===== src/design/brv_pkg.sv =====
// Package for the boot record validator: request types, verdict codes,
// register indexes, record layout constants and the byte-wide CRC-32 step.
// No dependencies.
`default_nettype none

package brv_pkg;

  // Record layout (byte positions, little endian fields)
  localparam int unsigned PosW        = 5;
  localparam logic [PosW-1:0] PosVersion  = 5'd4;
  localparam logic [PosW-1:0] PosReserved = 5'd6;
  localparam logic [PosW-1:0] PosSize     = 5'd8;
  localparam logic [PosW-1:0] PosCrc      = 5'd12;
  localparam logic [PosW-1:0] PosPayload  = 5'd16;
  localparam logic [PosW-1:0] PosLast     = 5'd19;
  localparam logic [PosW-1:0] RecLen      = 5'd20;

  localparam logic [31:0] PayloadBytes = 32'd4;

  // CRC-32 (reflected)
  localparam logic [31:0] CrcPoly = 32'hEDB8_8320;
  localparam logic [31:0] CrcInit = 32'hFFFF_FFFF;

  // Register reset values
  localparam logic [31:0] HeaderMagicRst = 32'h5453_5250;
  localparam logic [31:0] StayMarkerRst  = 32'hB007_107D;
  localparam logic [15:0] ExpVersionRst  = 16'd1;

  // Configuration register indexes
  localparam int unsigned CfgIdxW = 2;
  typedef enum logic [CfgIdxW-1:0] {
    CfgHeaderMagic = 2'd0,
    CfgStayMarker  = 2'd1,
    CfgExpVersion  = 2'd2
  } cfg_idx_e;

  // Verdict codes
  typedef enum logic [2:0] {
    VerdictStay       = 3'd0,
    VerdictBadMagic   = 3'd1,
    VerdictBadVersion = 3'd2,
    VerdictBadSize    = 3'd3,
    VerdictCrcError   = 3'd4,
    VerdictOther      = 3'd5
  } verdict_e;

  // Input request: one record byte
  typedef struct packed {
    logic [7:0] byte_value;
    logic       record_start;
  } in_req_t;

  // Output request: one verdict per record
  typedef struct packed {
    logic     stay;
    verdict_e verdict;
  } out_req_t;

  // One byte through the reflected CRC-32, bit at a time (eight xor levels)
  function automatic logic [31:0] crc_byte(input logic [31:0] crc, input logic [7:0] b);
    logic [31:0] c;
    c = crc ^ {24'd0, b};
    for (int i = 0; i < 8; i++) begin
      c = (c >> 1) ^ (CrcPoly & {32{c[0]}});
    end
    return c;
  endfunction

endpackage

`default_nettype wire


===== src/design/boot_record_validator.sv =====
// Boot record validator top level: byte parser, payload CRC and verdict.
// Depends on brv_pkg.
//
//  channel | direction | handshake            | payload
//  --------+-----------+----------------------+-------------------------------
//  in      | in        | in_valid_i/in_ready_o   | in_req_i  (byte, record start)
//  out     | out       | out_valid_o/out_ready_i | out_req_o (stay, verdict)
//  cfg     | in        | cfg_we_i                | cfg_idx_i, cfg_wdata_i
//
// One byte is taken per cycle. The verdict is registered at the edge that
// takes byte 19 and is shown the next cycle in the output register.
// Input stalls only while that output register is full and not taken.
// Reset sets position 0, CRC all ones and the registers to their defaults.
`default_nettype none

module boot_record_validator
  import brv_pkg::*;
(
  input  wire logic                clk_i,
  input  wire logic                rst_ni,
  input  wire logic                in_valid_i,
  output logic                     in_ready_o,
  input  wire in_req_t             in_req_i,
  output logic                     out_valid_o,
  input  wire logic                out_ready_i,
  output out_req_t                 out_req_o,
  input  wire logic                cfg_we_i,
  input  wire logic [CfgIdxW-1:0]  cfg_idx_i,
  input  wire logic [31:0]         cfg_wdata_i
);

  // Configuration registers
  logic [31:0] header_magic_q;
  logic [31:0] stay_marker_q;
  logic [15:0] exp_version_q;

  // Parser state
  logic [PosW-1:0] pos_q, pos_d;
  logic [31:0]     crc_q, crc_d;
  logic [31:0]     magic_q;
  logic [15:0]     version_q;
  logic [31:0]     size_q;
  logic [31:0]     stored_crc_q;
  logic [31:0]     payload_q;

  // Output register
  logic     out_valid_q, out_valid_d;
  out_req_t out_req_q, out_req_d;

  logic            in_fire;
  logic [PosW-1:0] pos_eff;
  logic            pos_live;
  logic [31:0]     crc_in;
  logic [31:0]     crc_next;
  logic [31:0]     payload_full;
  verdict_e        verdict;

  assign in_ready_o  = !out_valid_q || out_ready_i;
  assign in_fire     = in_valid_i && in_ready_o;
  assign out_valid_o = out_valid_q;
  assign out_req_o   = out_req_q;

  // Register writes
  always_ff @(posedge clk_i or negedge rst_ni) begin
    if (!rst_ni) begin
      header_magic_q <= HeaderMagicRst;
      stay_marker_q  <= StayMarkerRst;
      exp_version_q  <= ExpVersionRst;
    end else if (cfg_we_i) begin
      unique case (cfg_idx_i)
        CfgHeaderMagic: header_magic_q <= cfg_wdata_i;
        CfgStayMarker:  stay_marker_q  <= cfg_wdata_i;
        CfgExpVersion:  exp_version_q  <= cfg_wdata_i[15:0];
        default: ;
      endcase
    end
  end

  // Position after a possible restart; bytes past the record are dropped
  assign pos_eff  = in_req_i.record_start ? '0 : pos_q;
  assign pos_live = pos_eff < RecLen;

  // CRC restarts at the first payload byte
  assign crc_in       = (pos_eff == PosPayload) ? CrcInit : crc_q;
  assign crc_next     = crc_byte(crc_in, in_req_i.byte_value);
  assign payload_full = {in_req_i.byte_value, payload_q[23:0]};

  // Verdict for the last byte, checked in priority order
  always_comb begin
    priority if (magic_q != header_magic_q)   verdict = VerdictBadMagic;
    else if (version_q != exp_version_q)      verdict = VerdictBadVersion;
    else if (size_q != PayloadBytes)          verdict = VerdictBadSize;
    else if (~crc_next != stored_crc_q)       verdict = VerdictCrcError;
    else if (payload_full != stay_marker_q)   verdict = VerdictOther;
    else                                      verdict = VerdictStay;
  end

  // Next state of position, CRC and output register
  always_comb begin
    pos_d       = pos_q;
    crc_d       = crc_q;
    out_valid_d = out_valid_q && !out_ready_i;
    out_req_d   = out_req_q;
    if (in_fire) begin
      if (in_req_i.record_start) begin
        pos_d = '0;
        crc_d = CrcInit;
      end
      if (pos_live) begin
        pos_d = pos_eff + 1'b1;
        if (pos_eff >= PosPayload) begin
          crc_d = crc_next;
        end
        if (pos_eff == PosLast) begin
          out_valid_d       = 1'b1;
          out_req_d.stay    = (verdict == VerdictStay);
          out_req_d.verdict = verdict;
        end
      end
    end
  end

  always_ff @(posedge clk_i or negedge rst_ni) begin
    if (!rst_ni) begin
      pos_q       <= '0;
      crc_q       <= CrcInit;
      out_valid_q <= 1'b0;
    end else begin
      pos_q       <= pos_d;
      crc_q       <= crc_d;
      out_valid_q <= out_valid_d;
    end
  end

  always_ff @(posedge clk_i) begin
    out_req_q <= out_req_d;
  end

  // Field capture, one byte lane per accepted byte
  always_ff @(posedge clk_i) begin
    if (in_fire && pos_live) begin
      priority if (pos_eff < PosVersion) begin
        magic_q[8*pos_eff[1:0] +: 8] <= in_req_i.byte_value;
      end else if (pos_eff < PosReserved) begin
        version_q[8*pos_eff[0] +: 8] <= in_req_i.byte_value;
      end else if (pos_eff < PosSize) begin
        // reserved bytes are not kept
      end else if (pos_eff < PosCrc) begin
        size_q[8*pos_eff[1:0] +: 8] <= in_req_i.byte_value;
      end else if (pos_eff < PosPayload) begin
        stored_crc_q[8*pos_eff[1:0] +: 8] <= in_req_i.byte_value;
      end else begin
        payload_q[8*pos_eff[1:0] +: 8] <= in_req_i.byte_value;
      end
    end
  end

`ifndef SYNTHESIS
  // Position never runs past the end of the record
  a_pos_range: assert property (@(posedge clk_i) disable iff (!rst_ni)
    pos_q <= RecLen)
    else $error("byte position beyond record length");

  // A verdict appears only after the last record byte was taken
  a_verdict_src: assert property (@(posedge clk_i) disable iff (!rst_ni)
    $rose(out_valid_q) |-> $past(in_fire && pos_eff == PosLast))
    else $error("verdict without last record byte");

  // Taking the last byte leaves the parser at rest
  a_rest: assert property (@(posedge clk_i) disable iff (!rst_ni)
    (in_fire && pos_eff == PosLast) |=> (pos_q == RecLen))
    else $error("parser not at rest after last byte");

  // Stay flag agrees with the verdict code
  a_stay: assert property (@(posedge clk_i) disable iff (!rst_ni)
    out_valid_q |-> (out_req_q.stay == (out_req_q.verdict == VerdictStay)))
    else $error("stay flag disagrees with verdict");
`endif

endmodule

`default_nettype wire


===== config.mk =====
export PLATFORM = sky130hd
export DESIGN_NAME = boot_record_validator
export DESIGN_NICKNAME = d
export VERILOG_FILES = /design/src/design/brv_pkg.sv /design/src/design/boot_record_validator.sv
export SDC_FILE = /design/constraint.sdc
export NUM_CORES = 1
export LEC_CHECK = 0
export BUFFER_PORTS_ARGS = -buffer_cell sky130_fd_sc_hd__buf_2
export CORE_AREA = 2 2 158 160
export CTS_BUF_LIST = sky130_fd_sc_hd__clkbuf_16
export DETAILED_ROUTE_END_ITERATION = 8
export DIE_AREA = 0 0 160 162
export HOLD_SLACK_MARGIN = 0.03
export PLACE_DENSITY = 0.81
export SLEW_MARGIN = 25
export SYNTH_ARGS = -nofsm -noshare
export SYNTH_HDL_FRONTEND = slang
export SYNTH_SLANG_ARGS = --single-unit

===== constraint.sdc =====
create_clock -name clk_i -period 3 [get_ports clk_i]
set_clock_uncertainty 0.15 [all_clocks]
set_input_delay 0.15 -clock clk_i [delete_from_list [all_inputs] [get_ports clk_i]]
set_output_delay 0.15 -clock clk_i [all_outputs]
set_load 0.05 [all_outputs]

==> results_dict.tcl <==
set metrics [dict create \
    synthArstFlopShare_pct 45.74 \
    grt_busiest_layer "met2" \
    utilization_pct 67.39 \
    grt_pass1_wl_um 55260 \
    hold_path_end "crc_q[8]" \
    synth_fp_nets 1110 \
    grt_use_total_pct 28.23 \
    finalSetupViolations 3 \
    ys_types 69 \
    crit_required_ns 3.16 \
    synth_edf_count 140 \
    rr_worst_depth 8 \
    netlist_instances 1058 \
    cp_slowest_cell "dfstp_2" \
    use_met2_pct 45.85 \
    gr-usage-met3_pct 6.205 \
    synth_seq_cells 258 \
    p_per_area_nw_per_um2 560.5 \
    first_pass_iters 6 \
    cts_max_level 1 \
    period_share_pct 104.0 \
    die_y_um 162 \
    max_stage_delay_ns 0.63 \
    gp_congestion 0.9340 \
    drt_iter0_markers 947 \
    yosys-top-cells-area "edfxtp_1 (32%), dfstp_2 (11%), dfrtp_1 (11%)" \
    fin_ws_ns -0.1195 \
    coreArea_um2 24110 \
    synthesis.area_um2 13300 \
    worst_setup_path_end_kind "flip-flop" \
    grt_max_degree 51 \
    worstHoldStart "in_req_i[7]" \
    crit_fanout 4 \
    die_area_um2 25920 \
    antenna_found_initial 0 \
    wl_per_cell_um 22.68 \
    relSlewSlack_pct 31.93 \
    n_fill_cell 1679 \
    insertion_delay_ns 0.57 \
    cap_violations 0 \
    reg2reg_slack_ns -0.12 \
    vias_per_cell 5.807 \
    cts_inserted_buffers 28 \
    p_leak_nw 6.443 \
    yosysWarnings 0 \
    num_rows 57 \
    clock.fmax_mhz 320.6 \
    io_buffer_count 53 \
    grt_overflow 0 \
    use_met1_pct 37.28 \
    cp-start-kind "flip-flop" \
    clk_pin_slew_ns 0.07 \
    io_pins 54 \
    synth_area_per_cell_um2 12.57 \
    layout_commonest_cell "xnor2_1" \
    final_cell_mix "xnor2_1 (159), edfxtp_1 (140), buf_4 (112)" \
    start_util_pct 55.15 \
    synth.top_cell.area_share_pct 31.62 \
    vias 9309 \
    clockBufferDepth 3 \
    root_buffer "clkbuf_16" \
    hp-class "in2reg" \
    slew_violations 0 \
    fin_hold_ws_ns 0.09192 \
    violations "negative setup slack" \
    drc 0 \
    grt_pass1_vias 9640 \
    hold_depth 4 \
    crit_type "reg2reg" \
    path_cells "xor2_4, xnor3_1, or4b_1, o211ai_1, nand4_1, nor4_4, nand4b_1, nor3b_2" \
    areaGrowthSynthToFinish_pct 22.18 \
    synth_top_flop_cell "edfxtp_1" \
    grt_setup_unrepaired "true" \
    peakVddDrop_v 0.0004651 \
    post-synth-top-area-cell "edfxtp_1" \
    cts_tree "built" \
    diodes 0 \
    worst_slew_pin_slew_ns 1.018 \
    drive_gt1_share_pct 31.12 \
    rr_endpoint "out_req_o[2]" \
    min_period_ns 3.119 \
    total_power_mw 9.104 \
    dp_hpwl_um 26100 \
    totalWireLength_um 36360 \
    cp_data_arrival_time_ns 3.27 \
    status "finished, violations left" \
    r2r_start "crc_q[3]" \
    dp_cells 1498 \
    drtAntennaViolNets 0 \
    fin_cells 1603 \
    fin_nets 1309 \
    finalHoldViolCount 0 \
    die_w_um 160 \
    clock-sinks 258 \
    ys_seq_area_share_pct 54.38 \
    finalSetupTns_ns -0.2516 \
]
==> sequential cells by signal, indices dropped and copies added, names as in the netlist, 4 cells and up <==
| signal | cells |
|---|---|
| crc_q | 32 |
| header_magic_q | 32 |
| magic_q | 32 |
| size_q | 32 |
| stay_marker_q | 32 |
| stored_crc_q | 32 |
| payload_q | 24 |
| exp_version_q | 16 |
| version_q | 16 |
| pos_q | 5 |
| out_req_o | 4 |
==> timing repair <==
action                     4_1_cts  5_1_grt
buffers inserted                 3        9
hold buffers                    41        0
hold endpoints to repair       160        0
gates cloned                     0        0
gates resized for setup         12       26
pin swaps                        9       19
setup endpoints to repair        3        3
==> metrics by stage <==
stage / instance area (µm²) / worst slack (ns)
global placement: 14620 / -0.02950
finish: 16240 / -0.1195
detailed placement: 14620 / -0.06953
floorplan: 13300 / -0.02287
CTS: 16030 / -0.05879
global route: 16240 / -0.2186
==> cell type report <==
cell class	count	area, µm²	area share, %
Sequential cell	258	7229	44.50
Multi-Input combinational cell	724	5926	36.48
Timing Repair Buffer	216	1684	10.37
Clock buffer	28	700.7	4.313
Tap cell	324	405.4	2.496
Clock inverter	24	190.2	1.171
Inverter	29	108.9	0.6701
==> worst max-delay path by stage <==
stage / from / endpoint / slack (ns) / cells past startpoint
3_3_place_gp: pos_q[3] / out_req_o[2] / -0.03 / 10
4_1_cts: crc_q[3] / out_req_o[2] / -0.06 / 8
2_1_floorplan: out_valid_o / version_q[0] / -0.02 / 5
5_1_grt: pos_q[3] / out_req_o[2] / -0.22 / 9
3_5_place_dp: pos_q[3] / out_req_o[2] / -0.07 / 10
6_report: crc_q[3] / out_req_o[2] / -0.12 / 8
==> worst max-delay path, delay by kind of cell (launching register included) <==
kind / cells / cell delay, ns
compound gates: 1 / 0.20
xor+xnor: 2 / 0.54
flops: 1 / 0.63
simple gates: 5 / 1.33
==> report_power, final <==
| part | internal, mW | switching, mW | leakage (nW) | total (mW) |
|---|---|---|---|---|
| combinational | 0.743 | 0.814 | 3.30 | 1.56 |
| clock | 1.88 | 1.44 | 0.472 | 3.32 |
| sequential | 4.04 | 0.186 | 2.67 | 4.23 |
==> Yosys cell counts (all sizes together), types with 4 or more instances <==
library cell,number
dfstp,58
or2,4
xor3,7
mux2,80
clkbuf,18
nand2b,6
nand3,9
o22ai,4
and2,5
xnor3,16
buf,29
nand4b,4
nor3,15
o21ai,15
nand2,51
ha,4
inv,29
edfxtp,140
a31oi,6
nor4,19
nor2,102
dfrtp,60
nor4b,4
and3,6
nand4,29
nor2b,8
o22a,4
nand3b,7
a21oi,47
xnor2,177
mux2i,9
xor2,51
==> layer usage <==
layer  wire (µm)  up-vias  part of all wire, %
met5           0        -                    0
met1       14340     4612                   39
met4        1543        0                  4.2
li1            -     4120                    -
met2       16960      460                   47
met3        3513      117                  9.7
==> logic make-up after synthesis <==
family,count (synthesis),synth area share [%]
simple gates,277,10.56
flops,258,54.38
xor+xnor,251,19.74
compound gates,103,4.875
mux,89,7.453
buf+inv,76,2.616
fa+ha+maj,4,0.3765
No activity file was read; power rests on OpenSTA's default activity.
